===== src/rtl/core/srf_pkg.sv =====
// shared types and constants for the section repeat filter
package srf_pkg;

    localparam int MAX_SECTION_DEF = 512;
    localparam int MIN_SECTION     = 3;
    localparam int OUTQ_DEPTH      = 3;
    localparam int SIZE_W          = 10;
    localparam int BYTE_W          = 8;

    localparam logic [BYTE_W-1:0] TID_FIRST  = 8'h80;
    localparam logic [BYTE_W-1:0] TID_SECOND = 8'h81;

    typedef enum logic [1:0] {
        CMD_BYTE  = 2'd0,
        CMD_TAKE  = 2'd1,
        CMD_READ  = 2'd2,
        CMD_CLEAR = 2'd3
    } t_cmd;

    typedef enum logic [2:0] {
        ST_NEW        = 3'd0,
        ST_REPEAT     = 3'd1,
        ST_BAD_LENGTH = 3'd2,
        ST_BAD_TABLE  = 3'd3,
        ST_DONE       = 3'd4
    } t_status;

    typedef logic [1:0] t_bank;

    localparam t_bank BANK0 = 2'd0;
    localparam t_bank BANK1 = 2'd1;
    localparam t_bank BANK2 = 2'd2;

    typedef struct packed {
        t_status           status;
        logic [SIZE_W-1:0] size;
        logic              rd_hit;
    } t_result;

    typedef struct packed {
        t_status           status;
        logic [SIZE_W-1:0] size;
        logic [BYTE_W-1:0] rd_byte;
    } t_out;

endpackage


===== src/rtl/core/srf_outq.sv =====
// result queue that merges the read byte and decouples the output handshake
module srf_outq (
    input  logic                        i_clk,
    input  logic                        i_rst_n,
    input  logic                        i_push,
    input  srf_pkg::t_result            i_res,
    input  logic [srf_pkg::BYTE_W-1:0]  i_rd_byte,
    input  logic                        i_ready,
    output logic                        o_valid,
    output srf_pkg::t_out               o_item,
    output logic                        o_room
);
    import srf_pkg::*;

    localparam int PW = $clog2(OUTQ_DEPTH);
    localparam int NW = $clog2(OUTQ_DEPTH + 1);

    localparam logic [PW-1:0] LAST_PTR = PW'(OUTQ_DEPTH - 1);

    t_out          r_q [OUTQ_DEPTH];
    logic [PW-1:0] r_wp, n_wp;
    logic [PW-1:0] r_rp, n_rp;
    logic [NW-1:0] r_cnt, n_cnt;
    logic          pop;
    t_out          push_item;

    assign pop     = (r_cnt != '0) && i_ready;
    assign o_valid = r_cnt != '0;
    assign o_item  = r_q[r_rp];

    // room counts the result still one stage ahead of the queue
    assign o_room = ({1'b0, r_cnt} + (NW + 1)'(i_push)) < (NW + 1)'(OUTQ_DEPTH);

    always_comb begin
        push_item.status  = i_res.status;
        push_item.size    = i_res.size;
        push_item.rd_byte = i_res.rd_hit ? i_rd_byte : '0;
    end

    always_comb begin
        n_wp  = r_wp;
        n_rp  = r_rp;
        n_cnt = r_cnt;
        if (i_push) begin
            n_wp = (r_wp == LAST_PTR) ? '0 : r_wp + PW'(1);
        end
        if (pop) begin
            n_rp = (r_rp == LAST_PTR) ? '0 : r_rp + PW'(1);
        end
        if (i_push && !pop) begin
            n_cnt = r_cnt + NW'(1);
        end else if (!i_push && pop) begin
            n_cnt = r_cnt - NW'(1);
        end
    end

    always_ff @(posedge i_clk) begin
        if (!i_rst_n) begin
            r_wp  <= '0;
            r_rp  <= '0;
            r_cnt <= '0;
        end else begin
            r_wp  <= n_wp;
            r_rp  <= n_rp;
            r_cnt <= n_cnt;
        end
    end

    always_ff @(posedge i_clk) begin
        if (i_push) begin
            r_q[r_wp] <= push_item;
        end
    end

endmodule

===== config.mk =====
export PLATFORM = sky130hd
export DESIGN_NAME = srf_outq
export DESIGN_NICKNAME = d
export VERILOG_FILES = /design/src/rtl/core/srf_pkg.sv /design/src/rtl/core/srf_outq.sv
export SDC_FILE = /design/constraint.sdc
export NUM_CORES = 1
export LEC_CHECK = 0
export ABC_AREA = 1
export BUFFER_PORTS_ARGS = -buffer_cell sky130_fd_sc_hd__buf_4
export CAP_MARGIN = 20
export CORE_MARGIN = 2
export CORE_UTILIZATION = 40
export CTS_CLUSTER_DIAMETER = 80
export CTS_CLUSTER_SIZE = 16
export DETAILED_ROUTE_END_ITERATION = 12
export PLACE_DENSITY = 0.68
export REMOVE_ABC_BUFFERS = 1
export SLEW_MARGIN = 20
export SYNTH_ARGS = -nofsm -noshare
export SYNTH_HDL_FRONTEND = slang
export SYNTH_SLANG_ARGS = --single-unit

===== constraint.sdc =====
create_clock -name i_clk -period 5.1 [get_ports i_clk]
set_clock_uncertainty 0.1 [all_clocks]
set_input_delay 0.255 -clock i_clk [delete_from_list [all_inputs] [get_ports i_clk]]
set_output_delay 0.255 -clock i_clk [all_outputs]
set_load 0.01 [all_outputs]

==> impl_metrics.py <==
metrics = {
    "setup_path": {
        "crit_chain": "inv_1 > nor2_1 > a21oi_1 > buf_4",
        "worstSetupEndpointType": "output pin",
        "critical-path-slowest-cell": "dfxtp_1",
        "worstPathRequired_ps": 4740,
        "crit_fanout": 22,
        "worstSetupStartpointType": "flip-flop",
        "crit_type": "reg -> out",
        "path_buf_inv": 2,
        "cp_data_arrival_time_ps": 2270,
        "cpLargestDelayFamily": "flip-flops",
        "crit_path_max_incr_delay_ps": 880,
    },
    "route": {
        "routed.top_layer": "met4",
        "routed-via-count": 1806,
        "wl_per_cell_um": 14.43,
        "ant_nets": 0,
        "wl_mm": 5.310,
        "drt_iter0_markers": 101,
        "wl_met1_mm": 2.265,
        "dr.pass1.iters": 4,
        "routed-wl-met2_mm": 2.585,
        "wl_met3_um": 381,
        "drc": 0,
        "via_per_inst": 4.908,
    },
    "synthesis": {
        "yosysSeqAreaShare_pct": 74.11,
        "synth_top_family_by_area": "simple AND/OR/NAND/NOR gates",
        "yosysMostFrequentCell": "edfxtp_1",
        "avgSynthCellArea_um2": 12.25,
        "netlist.area_leader.share_pct": 68.32,
        "synthTopCellsByArea": "edfxtp_1 (68%), a21oi_1 (8.3%), dfxtp_1 (5.8%)",
        "synth_fa_ha_area_share_pct": 1.356,
        "netlist_instances": 226,
        "synthXorXnorAreaFrac_pct": 0,
        "synth_compound_area_share_pct": 9.038,
        "syn-cell-area_um2": 2769,
        "synth_edf_count": 63,
        "synth-main-ff-cell": "edfxtp_1",
        "synth_top_area_cell": "edfxtp_1",
        "yosysUniqueCellTypes": 17,
        "synthMuxAreaShare_pct": 0,
        "synthSimpleGateAreaFrac_pct": 9.896,
        "ys_ff_latch": 71,
        "synthArstFlopShare_pct": 0,
        "yosys_warnings": 0,
        "synth_common_cells": "edfxtp_1 (63), a21oi_1 (46), nand2_1 (40), nor2_1 (26), inv_1 (21)",
    },
    "timing": {
        "worstMarginPinSlew_ps": 921.4,
        "finalSetupViolations": 0,
        "slew_viol_final": 0,
        "slew_headroom_pct": 38.51,
        "rsz0062_at_grt": "false",
        "min_period_ps": 2624,
        "finalHoldViolCount": 0,
        "min_period_over_period_pct": 51.45,
        "setup-tns-final_ps": 0,
        "fmax_ghz": 0.3811,
    },
    "status": {
        "status": "finished, final reports clean",
    },
    "clock_network": {
        "clk_path_buf_depth": 2,
        "clock-sinks": 71,
        "cts_buffers": 9,
        "htree_levels": 3,
        "cts_resized": 0,
        "cts_tree": "done",
        "postCtsSetupBuffers": 0,
        "cts_hold_buf": 7,
        "clock_latency_ps": 330,
        "path_clk_slew_ps": 70,
        "cts_root_buffer": "clkbuf_8",
    },
    "placed_design": {
        "post-dp-hpwl_mm": 3.186,
        "numPortBuffers": 48,
        "gp_congestion": 0.7222,
    },
    "floorplanning": {
        "die_h_um": 87.20,
        "fp-row-count": 30,
        "die_area_um2": 7604,
        "start_util_pct": 40.98,
        "coreArea_um2": 6756,
        "die_w_um": 87.20,
        "pin_count": 49,
    },
    "global_routing": {
        "first_global_vias": 1750,
        "grt_pass1_wl_mm": 8.576,
        "globalRouteOverflowTotal": 0,
        "grt_use_total_pct": 15.30,
        "grt_max_degree": 23,
        "antenna_found_initial": 0,
    },
    "finish": {
        "area_growth_pct": 23.59,
        "final_core_util_pct": 50.65,
        "n_antenna_cell": 0,
        "drive_gt1_share_pct": 22.57,
        "layout.nets": 313,
    },
    "min_path": {
        "hp-class": "in -> reg",
    },
    "power_and_ir_drop": {
        "p_leak_nw": 1.393,
        "peakVddDrop_v": 0.0002377,
        "powerDensity_nw_per_um2": 395.7,
    },
    "run": {
        "maxCapViolCount": 0,
    },
}
## cells in the final DEF, fill, tap and decap left out, types with 2 or more instances in the layout
cell type	instances
a21oi_1	46
clkinv_2	2
buf_4	49
nand3_1	3
clkbuf_1	2
clkbuf_8	9
dfxtp_1	8
edfxtp_1	63
nor2_1	26
inv_1	21
nand2_1	40
ha_1	3
dlygate4sd3_1	7
inv_2	2
## cells by family (layout without fill, tap and decap cells)
logic type / count (synthesis) / count (layout)
DFF: 71 / 71
and+or+nand+nor: 71 / 71
AOI/OAI and AO/OA: 49 / 49
buffers and inverters: 32 / 94
adders and majority gates: 3 / 3
## stage by stage
step	cell area [um2]	hold slack, ps	std cells	setup slack (ps)	power [mW]
after floorplan	2700	253.9	217	2711	0.8234
after global placement	3173	349.4	346	2858	0.9479
after detailed placement	3173	349.9	346	2802	0.9535
after CTS	3422	1.335	368	2428	1.369
after global routing	3422	6.537	368	2203	1.421
final	3422	17.50	368	2476	1.354
## layer usage
metal | global-route usage (%) | up-vias
li1 | - | 888
met1 | 19.27 | 847
met2 | 24.29 | 64
met3 | 4.834 | 7
met4 | 6.853 | 0
met5 | 0 | -
## sequential cells by signal, summed over array words and instances (netlist names), named ones only
register  count
r_cnt         2
r_rp          2
r_wp          2
r_q          63
## cell type report
class	instances	area [um2]
Sequential cell	71	2052
Multi-Input combinational cell	123	566.8
Timing Repair Buffer	56	437.9
Clock buffer	11	131.4
Clock inverter	4	47.55
Fill cell	611	3334
Inverter	23	86.33
Tap cell	80	100.1
## power by group
group          total, mW  leakage (nW)  internal [mW]  switching (mW)
clock              0.413        0.0892          0.222           0.191
combinational      0.245         0.650          0.114           0.132
sequential         0.696         0.653          0.667          0.0293
## final timing paths
| kind | startpoint | end | slack [ps] | cells past startpoint |
|---|---|---|---|---|
| worst max-delay path | flip-flop | o_item[5] | 2480 | 4 |
| worst min-delay path | i_res[4] | r_q[0][11] | 20 | 1 |
| worst max register to register | r_wp[1] | r_q[0][6] | 3440 | 3 |
| worst min register to register | r_wp[1] | r_wp[1] | 360 | 2 |
Note: power is estimated with default switching activity, not from simulation.
