--- config.mk ---
export PLATFORM = sky130hd
export DESIGN_NAME = srf_ctrl
export DESIGN_NICKNAME = d
export VERILOG_FILES = /design/src/rtl/core/srf_pkg.sv /design/src/rtl/core/srf_ctrl.sv
export SDC_FILE = /design/constraint.sdc
export NUM_CORES = 1
export LEC_CHECK = 0
export BUFFER_PORTS_ARGS = -buffer_cell sky130_fd_sc_hd__clkbuf_2
export CAP_MARGIN = 20
export CORE_ASPECT_RATIO = 0.75
export CORE_UTILIZATION = 50
export DETAILED_ROUTE_END_ITERATION = 10
export PLACE_DENSITY = 0.76
export SKIP_CTS_REPAIR_TIMING = 1
export SLEW_MARGIN = 20
export SYNTH_ARGS = -nofsm -noshare
export SYNTH_HDL_FRONTEND = slang
export SYNTH_SLANG_ARGS = --single-unit
--- constraint.sdc ---
create_clock -name i_clk -period 4.1 [get_ports i_clk]
set_input_delay 0.41 -clock i_clk [delete_from_list [all_inputs] [get_ports i_clk]]
set_output_delay 0.41 -clock i_clk [all_outputs]
set_load 0.03 [all_outputs]
--- src/rtl/core/srf_pkg.sv ---
// shared types and constants for the section repeat filter
package srf_pkg;

    localparam int MAX_SECTION_DEF = 512;
    localparam int MIN_SECTION     = 3;
    localparam int OUTQ_DEPTH      = 3;
    localparam int SIZE_W          = 10;
    localparam int BYTE_W          = 8;

    localparam logic [BYTE_W-1:0] TID_FIRST  = 8'h80;
    localparam logic [BYTE_W-1:0] TID_SECOND = 8'h81;

    typedef enum logic [1:0] {
        CMD_BYTE  = 2'd0,
        CMD_TAKE  = 2'd1,
        CMD_READ  = 2'd2,
        CMD_CLEAR = 2'd3
    } t_cmd;

    typedef enum logic [2:0] {
        ST_NEW        = 3'd0,
        ST_REPEAT     = 3'd1,
        ST_BAD_LENGTH = 3'd2,
        ST_BAD_TABLE  = 3'd3,
        ST_DONE       = 3'd4
    } t_status;

    typedef logic [1:0] t_bank;

    localparam t_bank BANK0 = 2'd0;
    localparam t_bank BANK1 = 2'd1;
    localparam t_bank BANK2 = 2'd2;

    typedef struct packed {
        t_status           status;
        logic [SIZE_W-1:0] size;
        logic              rd_hit;
    } t_result;

    typedef struct packed {
        t_status           status;
        logic [SIZE_W-1:0] size;
        logic [BYTE_W-1:0] rd_byte;
    } t_out;

endpackage

--- src/rtl/core/srf_ctrl.sv ---
// bank rotation, section checks and command decode
module srf_ctrl #(
    parameter int MAX_SECTION = srf_pkg::MAX_SECTION_DEF
) (
    input  logic                                 i_clk,
    input  logic                                 i_rst_n,
    input  logic                                 i_accept,
    input  srf_pkg::t_cmd                        i_cmd,
    input  logic [srf_pkg::BYTE_W-1:0]           i_data,
    input  logic                                 i_last,
    input  logic [8:0]                           i_idx,
    input  logic [srf_pkg::BYTE_W-1:0]           i_pref,
    output logic                                 o_we,
    output logic [$clog2(3*MAX_SECTION)-1:0]     o_waddr,
    output logic [srf_pkg::BYTE_W-1:0]           o_wdata,
    output logic [$clog2(3*MAX_SECTION)-1:0]     o_raddr_a,
    output logic                                 o_re_b,
    output logic [$clog2(3*MAX_SECTION)-1:0]     o_raddr_b,
    output logic                                 o_res_valid,
    output srf_pkg::t_result                     o_res
);
    import srf_pkg::*;

    localparam int CW = $clog2(MAX_SECTION + 2);
    localparam int AW = $clog2(3 * MAX_SECTION);
    localparam int XW = (CW > 9) ? CW : 9;

    localparam logic [CW-1:0] MAX_C  = CW'(MAX_SECTION);
    localparam logic [CW-1:0] MAX_P1 = CW'(MAX_SECTION + 1);
    localparam logic [CW-1:0] MIN_C  = CW'(MIN_SECTION);

    t_bank         r_stage, n_stage;
    t_bank         r_pend, n_pend;
    t_bank         r_taken, n_taken;
    logic [CW-1:0] r_pend_len, n_pend_len;
    logic [CW-1:0] r_taken_len, n_taken_len;
    logic [CW-1:0] r_count, n_count;
    logic          r_diff, n_diff;
    logic          r_bad, n_bad;
    logic          r_res_valid, n_res_valid;
    t_result       r_res, n_res;

    logic          byte_ok;
    logic          cmp_hit;
    logic          diff_now;
    logic          bad_now;
    logic          idx_hit;
    logic [CW-1:0] cnt_inc;
    logic [CW-1:0] n_pos;

    function automatic logic [AW-1:0] bank_base(input t_bank b);
        logic [AW-1:0] base;
        case (b)
            BANK0:   base = '0;
            BANK1:   base = AW'(MAX_SECTION);
            default: base = AW'(2 * MAX_SECTION);
        endcase
        return base;
    endfunction

    assign byte_ok  = r_count < MAX_C;
    assign cmp_hit  = byte_ok && (r_count < r_taken_len);
    assign diff_now = r_diff | (cmp_hit && (i_pref != i_data));
    assign bad_now  = (r_count == '0) ? ((i_data != TID_FIRST) && (i_data != TID_SECOND))
                                      : r_bad;
    assign cnt_inc  = (r_count == MAX_P1) ? MAX_P1 : r_count + CW'(1);
    assign idx_hit  = XW'(i_idx) < XW'(r_taken_len);

    always_comb begin
        n_stage     = r_stage;
        n_pend      = r_pend;
        n_taken     = r_taken;
        n_pend_len  = r_pend_len;
        n_taken_len = r_taken_len;
        n_count     = r_count;
        n_diff      = r_diff;
        n_bad       = r_bad;
        n_res_valid = 1'b0;
        n_res       = '{status: ST_DONE, size: '0, rd_hit: 1'b0};
        o_we        = 1'b0;
        o_re_b      = 1'b0;
        if (i_accept) begin
            unique case (i_cmd)
                CMD_BYTE: begin
                    o_we = byte_ok;
                    if (!i_last) begin
                        n_count = cnt_inc;
                        n_diff  = diff_now;
                        n_bad   = bad_now;
                    end else begin
                        n_res_valid = 1'b1;
                        n_count     = '0;
                        n_diff      = 1'b0;
                        n_bad       = 1'b0;
                        if ((cnt_inc < MIN_C) || (cnt_inc > MAX_C)) begin
                            n_res.status = ST_BAD_LENGTH;
                        end else if (bad_now) begin
                            n_res.status = ST_BAD_TABLE;
                        end else if ((cnt_inc == r_taken_len) && !diff_now) begin
                            n_res.status = ST_REPEAT;
                        end else begin
                            n_res.status = ST_NEW;
                            n_res.size   = SIZE_W'(cnt_inc);
                            n_stage      = r_pend;
                            n_pend       = r_stage;
                            n_pend_len   = cnt_inc;
                        end
                    end
                end
                CMD_TAKE: begin
                    n_res_valid = 1'b1;
                    n_res.size  = SIZE_W'(r_pend_len);
                    if (r_pend_len != '0) begin
                        n_taken     = r_pend;
                        n_pend      = r_taken;
                        n_taken_len = r_pend_len;
                        n_pend_len  = '0;
                        if (r_count != '0) begin
                            n_diff = 1'b1;
                        end
                    end
                end
                CMD_READ: begin
                    n_res_valid  = 1'b1;
                    n_res.size   = SIZE_W'(r_taken_len);
                    n_res.rd_hit = idx_hit;
                    o_re_b       = idx_hit;
                end
                CMD_CLEAR: begin
                    n_res_valid = 1'b1;
                    n_pend_len  = '0;
                    n_taken_len = '0;
                end
            endcase
        end
    end

    // taken byte at the next write position is fetched ahead through the registered read port
    assign n_pos     = (n_count < MAX_C) ? n_count : '0;
    assign o_raddr_a = bank_base(n_taken) + AW'(n_pos);
    assign o_waddr   = bank_base(r_stage) + AW'(r_count);
    assign o_wdata   = i_data;
    assign o_raddr_b = bank_base(r_taken) + AW'(i_idx);

    always_ff @(posedge i_clk) begin
        if (!i_rst_n) begin
            r_stage     <= BANK0;
            r_pend      <= BANK1;
            r_taken     <= BANK2;
            r_pend_len  <= '0;
            r_taken_len <= '0;
            r_count     <= '0;
            r_diff      <= 1'b0;
            r_bad       <= 1'b0;
            r_res_valid <= 1'b0;
        end else begin
            r_stage     <= n_stage;
            r_pend      <= n_pend;
            r_taken     <= n_taken;
            r_pend_len  <= n_pend_len;
            r_taken_len <= n_taken_len;
            r_count     <= n_count;
            r_diff      <= n_diff;
            r_bad       <= n_bad;
            r_res_valid <= n_res_valid;
        end
    end

    always_ff @(posedge i_clk) begin
        r_res <= n_res;
    end

    assign o_res_valid = r_res_valid;
    assign o_res       = r_res;

endmodule

==> out/results.ini, run 1 <==
[timing]
tns_ns = 0
rsz0062_at_grt = no
max_freq_ghz = 0.289
hold_viol_final = 0
finClkSkew_ns = 0.00872
drv_slew = 0
fin_crit_sh = 0.843
relSlewSlack = 0.287
setup_violations = 0
max_slew.worst_pin.slew_ns = 1.06
post-route-min-period_ns = 3.46

[drt]
drtIter0Drc = 314
num_vias = 3357
drc = 0
postRouteAntennaNets = 0
firstDrtPassIters = 5
wl_per_cell_microns = 17.5
viasPerCell = 5.84
finalWirelength_mm = 10.0

[synth]
yosysTopAreaCell = dfxtp_1
syn_avg_cell_area_sq_um = 8.35
yosys_warnings = 0
ys_seq_area_frac = 0.298
synthCells = 427
synth.top_cell.area_share = 0.298
synthArstFlopShare = 0
yosysUniqueCellTypes = 65
synth_area_sq_um = 3560
ys_ff_latch = 53
synth-edff-count = 0
synthTopCellsByArea = dfxtp_1 (30%), ha_1 (7.0%), buf_4 (5.9%)
synth_flop_cell = dfxtp_1
synth_nets = 478

[power]
powerDensity_nw_per_um2 = 243
power.leakage_uw = 0.00167
peakVddDrop_v = 0.000144

[layout]
final_cell_mix = clkbuf_2 (88), nor2_1 (54), dfxtp_1 (53)
areaGrowthSynthToFinish_pct = 10.6
final_nets = 527
diodes = 0
final_common_cell = clkbuf_2
fillers = 643
design_area_sq_um = 3940
drive_gt1_frac = 0.245
layout.cells.non_filler = 575

[global_route]
grt_pass1_wl_mm = 15.8
grt_pass1_vias = 2959
grt_overflow = 0
grt_antenna_before_repair = 0
track_usage = 0.279
grt_max_degree = 25

[critical_path]
cp.depth = 9
reg2reg_to = r_pend[0]
r2r_setup_slack_ns = 0.64
worst_path_max_delay_cell = dfxtp_1
reg2reg_from = r_count[0]
crit_fanout = 15
worstPathArrival_ns = 3.66
path_buf_inv = 0
crit_type = flip-flop to flip-flop
cp_slowest_stage_delay_ns = 0.62
reg2reg_depth = 9
cp_data_required_time_ns = 4.31
critPathLaunchType = flip-flop
crit_family = simple AND/OR/NAND/NOR gates
worstPathCellList = ha_1 > nand3_1 > xnor2_1 > nand4b_4 > or3_4 > o311ai_4 > nor2_2 > a21oi_2 > mux2_1
end_kind = flip-flop

[hold_path]
hp-start = i_rst_n
hold_class = input pin to flip-flop
hold_depth = 3
holdPathEnd = r_diff

[clock_tree]
cts.sinks = 53
clkLatencyLatePin_ns = 0.32
cts-root-buf = clkbuf_8
clock_path_buffers = 2
path_clk_slew_ns = 0.10
cts_made_buffers = 5
h-tree-depth = 2
cts_tree = done

[place]
dp_hpwl_mm = 7.59
dpl-instance-area_sq_um = 3860
routabilityCongestion = 0.961
io_buffers = 88
dp_cells = 567

[die]
die_w_microns = 99.5
die_area_sq_um = 7470
dieHeight_microns = 75.1
io_pins = 89
num_rows = 26
coreArea_sq_um = 6860
initial_utilization = 0.519

[run]
cap_violations = 0

[outcome]
status = finished clean

[cell type report]
| cell class | count | area [sq um] | area share |
|---|---|---|---|
| repair buffers | 91 | 463 | 0.117 |
| well taps | 98 | 123 | 0.0311 |
| clock buffers | 6 | 72.6 | 0.0184 |
| clock inverters | 2 | 15.0 | 0.00381 |
| inverters | 19 | 71.3 | 0.0181 |
| multi-input cells | 306 | 2140 | 0.542 |
| flip-flops and latches | 53 | 1060 | 0.269 |
[cell families after synthesis]
logic type	after synthesis	synth area share
DFF	53	0.298
and+or+nand+nor	152	0.234
buffers and inverters	68	0.102
adders and majority gates	20	0.0702
AOI/OAI and AO/OA	107	0.226
xor gates and xnor gates	20	0.0491
muxes	7	0.0207
[through the flow]
stage | hold slack, ns | util | power [uW] | worst slack, ns
floorplan | 0.436 | - | 631 | 1.24
global placement | 0.467 | 0.562 | 664 | 0.864
detailed placement | 0.475 | 0.562 | 665 | 0.723
CTS | 0.450 | 0.575 | 965 | 0.696
global route | 0.457 | 0.575 | 998 | 0.453
finish | 0.449 | 0.575 | 959 | 0.645
[power by group]
part,switching [uW],total [uW],internal (uW)
registers,2.41,522,519
logic,90.0,133,42.6
clock network,183,304,121
[cell usage after synthesis, drive strengths merged, types with 3 or more instances]
cell,count
ha,20
a21boi,3
mux2i,4
or3,7
a21o,8
nand2b,3
a221oi,4
nand4,9
nand2,22
nor2,55
and2,4
and4,3
a21oi,19
a31oi,6
nor3,15
nand3,11
and3,4
xor2,3
nor4,4
a211oi,5
nor2b,6
a22o,10
mux2,3
inv,18
a22oi,21
dfxtp,53
xnor2,17
clkbuf,17
o21ai,13
buf,32
[registers in the layout (all words and copies together), names as in the netlist]
name and count:
r_diff 1, r_pend_len 10, r_taken_len 10, r_taken 2, o_res 14, r_bad 1, o_res_valid 1, r_pend 2
r_stage 2, r_count 10
[routing by layer]
layer / track usage / share of wire
met1: 0.399 / 0.49
met3: 0.0669 / 0.083
met4: 0.0654 / 0.010
met2: 0.425 / 0.42
met5: 0 / 0
[worst max-delay path by stage]
stage / from / endpoint / slack (ns)
after floorplan: r_count[1] / r_pend[0] / 1.24
after global placement: r_count[0] / r_pend[0] / 0.86
after detailed placement: r_count[0] / r_pend[0] / 0.72
after CTS: r_count[0] / r_pend[0] / 0.70
after global routing: r_count[0] / o_raddr_a[1] / 0.45
final: r_count[0] / r_pend[0] / 0.64
[worst min-delay path, cell delays in order]
cell	delay [ns]
clkbuf_2	0.19
nand2_1	0.09
nor2_1	0.04
No activity file was read; power rests on OpenSTA's default activity.
==> run 2, diff against run 1 <==
--- a/config.mk
+++ b/config.mk
@@ -5,6 +5,7 @@
 export SDC_FILE = /design/constraint.sdc
 export NUM_CORES = 1
 export LEC_CHECK = 0
+export ABC_AREA = 1
 export BUFFER_PORTS_ARGS = -buffer_cell sky130_fd_sc_hd__clkbuf_2
 export CAP_MARGIN = 20
 export CORE_ASPECT_RATIO = 0.75
==> constraint.sdc (replaced) <==
create_clock -name i_clk -period 3.35 [get_ports i_clk]
set_input_delay 0.335 -clock i_clk [delete_from_list [all_inputs] [get_ports i_clk]]
set_output_delay 0.335 -clock i_clk [all_outputs]
set_load 0.03 [all_outputs]
==> run 2 against run 1 <==
Effect of this change: critical endpoint is now o_raddr_a[8]; non-clock buffer count unchanged; area after synthesis up 0.77%; sequential cell count unchanged; wire length up 5.5%; combinational power up 94%; clock-buffer cell count down 1; die area up 0.76%; worst hold slack worse by 0.067 ns; via count up 14%; largest cell class unchanged.
==> out/results.ini, run 2 <==
[outcome]
status = finished clean  ; unchanged

[critical_path]
crit_type = flip-flop to primary output  ; was flip-flop to flip-flop
end_kind = primary output  ; was flip-flop
crit_fanout = 10  ; was 15
worst_path_max_delay_cell = dfxtp_1  ; unchanged
critPathLaunchType = flip-flop  ; unchanged
worstPathCellList = inv_1 > nor2_2 > nand2_2 > nor2_1 > nand2_1 > nand2_1 > inv_1 > o22ai_2 > nor2_1 > clkbuf_2  ; was ha_1 > nand3_1 > xnor2_1 > nand4b_4 > or3_4 > o311ai_4 > nor2_2 > a21oi_2 > mux2_1
worstPathArrival_ns = 2.48  ; was 3.66 ns
crit_family = simple AND/OR/NAND/NOR gates  ; unchanged
cp_slowest_stage_delay_ns = 0.50  ; was 0.62 ns
cp_data_required_time_ns = 3.01  ; was 4.31 ns
path_buf_inv = 3  ; was 0

[die]
initial_utilization = 0.523  ; was 0.519
die_area_sq_um = 7530  ; was 7470 sq um
num_rows = 26  ; unchanged
die_w_microns = 99.9  ; was 99.5 microns
dieHeight_microns = 75.4  ; was 75.1 microns
io_pins = 89  ; unchanged
coreArea_sq_um = 6860  ; unchanged

[synth]
synth_flop_cell = dfxtp_1  ; unchanged
synth.top_cell.area_share = 0.295  ; was 0.298
synthArstFlopShare = 0  ; unchanged
synth_compound_area_frac = 0.109  ; was 0.226
yosys.area_share.xor_xnor = 0.0219  ; was 0.0491
synth_top_family_by_area = simple AND/OR/NAND/NOR gates  ; unchanged
ys_ff_latch = 53  ; unchanged
synth_fa_ha_area_frac = 0.0697  ; was 0.0702
synth_common_cells = nand2_1 (147), nor2_1 (97), inv_1 (71)  ; was nor2_1 (54), dfxtp_1 (53), buf_4 (28)
yosysMostFrequentCell = nand2_1  ; was nor2_1
synth-edff-count = 0  ; unchanged
synthMuxAreaShare = 0  ; was 0.0207
yosysTopAreaCell = dfxtp_1  ; unchanged
synth_simple_gate_area_frac = 0.355  ; was 0.234
synth_nets = 621  ; was 478
synthCells = 570  ; was 427
yosysUniqueCellTypes = 35  ; was 65
synthTopCellsByArea = dfxtp_1 (30%), nand2_1 (15%), nor2_1 (10%)  ; was dfxtp_1 (30%), ha_1 (7.0%), buf_4 (5.9%)
syn_avg_cell_area_sq_um = 6.30  ; was 8.35 sq um
synth_area_sq_um = 3590  ; was 3560 sq um
ys_seq_area_frac = 0.295  ; was 0.298
yosys_warnings = 0  ; unchanged

[clock_tree]
h-tree-depth = 2  ; unchanged
path_clk_slew_ns = 0.10  ; about the same
cts_tree = done  ; unchanged
clkLatencyLatePin_ns = 0.32  ; about the same
cts.sinks = 53  ; unchanged
cts_made_buffers = 5  ; unchanged
clock_path_buffers = 2  ; unchanged
cts-root-buf = clkbuf_8  ; unchanged

[timing]
hold_viol_final = 0  ; unchanged
max_slew.worst_pin.slew_ns = 0.844  ; was 1.06 ns
drv_slew = 0  ; unchanged
relSlewSlack = 0.437  ; was 0.287
post-route-min-period_ns = 2.82
finClkSkew_ns = 0.00747  ; was 0.00872 ns
tns_ns = 0  ; unchanged
rsz0062_at_grt = no  ; unchanged
fin_crit_sh = 0.841
holdWs_ns = 0.382  ; was 0.449 ns
max_freq_ghz = 0.355
setup_violations = 0  ; unchanged

[layout]
largest_reg_flops = 14  ; unchanged
final_nets = 683  ; was 527
regArea_sq_um = 1060  ; unchanged
drive_gt1_frac = 0.183  ; was 0.245
fillers = 698  ; was 643
diodes = 0  ; unchanged
design_area_sq_um = 4020  ; was 3940 sq um
final_common_cell = nand2_1  ; was clkbuf_2
multi_input_area_sq_um = 2000  ; was 2140 sq um
areaGrowthSynthToFinish_pct = 11.9  ; was 10.6%
final_cell_mix = nand2_1 (147), nor2_1 (97), clkbuf_2 (88)  ; was clkbuf_2 (88), nor2_1 (54), dfxtp_1 (53)

[global_route]
grt_overflow = 0  ; unchanged
track_usage = 0.287  ; was 0.279
grt_pass1_wl_mm = 16.5  ; was 15.8 mm
grt_max_degree = 25  ; unchanged
grt_antenna_before_repair = 0  ; unchanged
grt_pass1_vias = 3300  ; was 2959

[power]
power.leakage_uw = 0.00197  ; was 0.00167 uW
powerDensity_nw_per_um2 = 325  ; was 243 nW/um^2
peakVddDrop_v = 0.000192  ; was 0.000144 V

[drt]
num_vias = 3836  ; was 3357
viasPerCell = 5.25  ; was 5.84
drtIter0Drc = 349  ; was 314
drc = 0  ; unchanged
wl_per_cell_microns = 14.5  ; was 17.5 microns
firstDrtPassIters = 5  ; unchanged
finalWirelength_mm = 10.6  ; was 10.0 mm
postRouteAntennaNets = 0  ; unchanged

[run]
cap_violations = 0  ; unchanged

[place]
dp_hpwl_mm = 8.36  ; was 7.59 mm
routabilityCongestion = 0.976  ; was 0.961
io_buffers = 88  ; unchanged
dpl-instance-area_sq_um = 3930  ; was 3860 sq um

[hold_path]
hold_class = input pin to flip-flop  ; unchanged

## run 2: changes by cell type in the layout (fill, tap and decap cells not counted), sizes merged, moves of 7 or more
cell   previous run  this run
inv              18        75
nor2             55       101
xnor2            17         7
a21oi            19        34
or3               7         0
nand2            22       154
nand3            11        34
o22ai             0        15
a22o             10         0
a22oi            21         2
a21o              8         0
nor3             15         7
## run 2: worst register-to-register path, stage by stage (launching register included)
cell and delay (ns):
dfxtp_1 0.41, inv_1 0.15, nand2_1 0.07, nor2_1 0.17, nand2_1 0.08, nor2_1 0.28, nand4_1 0.14, nand2_1 0.11
inv_1 0.08, nand2_1 0.06, nand3_1 0.14, nor2_2 0.51, nand2_2 0.20, nor2_1 0.14, nor2_1 0.06
## run 2: power breakdown
part | internal [uW] | switching, uW
clock network | 149 | 232
registers | 651 | 15.3
logic | 81.8 | 176
## run 2: final cells by class
class	instances	share of cell area
flip-flops and latches	53	0.264
clock buffers	5	0.0171
well taps	98	0.0305
repair buffers	91	0.115
multi-input cells	404	0.496
clock inverters	3	0.00529
inverters	77	0.0719
## run 2: final timing paths
check,from,endpoint,slack (ns),cells after the start
setup / recovery,r_count[0],o_raddr_a[8],0.53,10
hold / removal,i_last,o_res_valid,0.38,3
setup reg to reg,r_count[5],r_pend_len[0],0.67,14
hold reg to reg,r_bad,r_bad,0.47,2
## run 2: per-stage QoR
stage | setup slack [ns] | power (uW) | std cells | utilization
finish | 0.532 | 1310 | 731 | 0.586
global route | 0.423 | 1350 | 731 | 0.586
CTS | 0.589 | 1300 | 731 | 0.586
detailed placement | 0.678 | 934 | 723 | 0.573
global placement | 0.782 | 928 | 723 | 0.573
floorplan | 1.25 | 867 | 570 | -
## run 2: metal layers
layer,track usage,share of wire,vias to the layer above,wire [microns]
li1,-,-,1905,-
met1,0.417,0.47,1718,4980
met2,0.459,0.43,197,4530
met3,0.0385,0.089,16,948
met4,0.0556,0.013,0,141
met5,0,0,-,0
## run 2: kinds of logic (layout without fill, tap and decap cells)
group | count (synthesis) | after routing
AO/OA/AOI/OAI | 69 | 69
XOR/XNOR | 9 | 9
AND/OR/NAND/NOR | 306 | 306
flip-flops | 53 | 53
buffers and inverters | 113 | 176
adder cells (fa/ha/maj) | 20 | 20
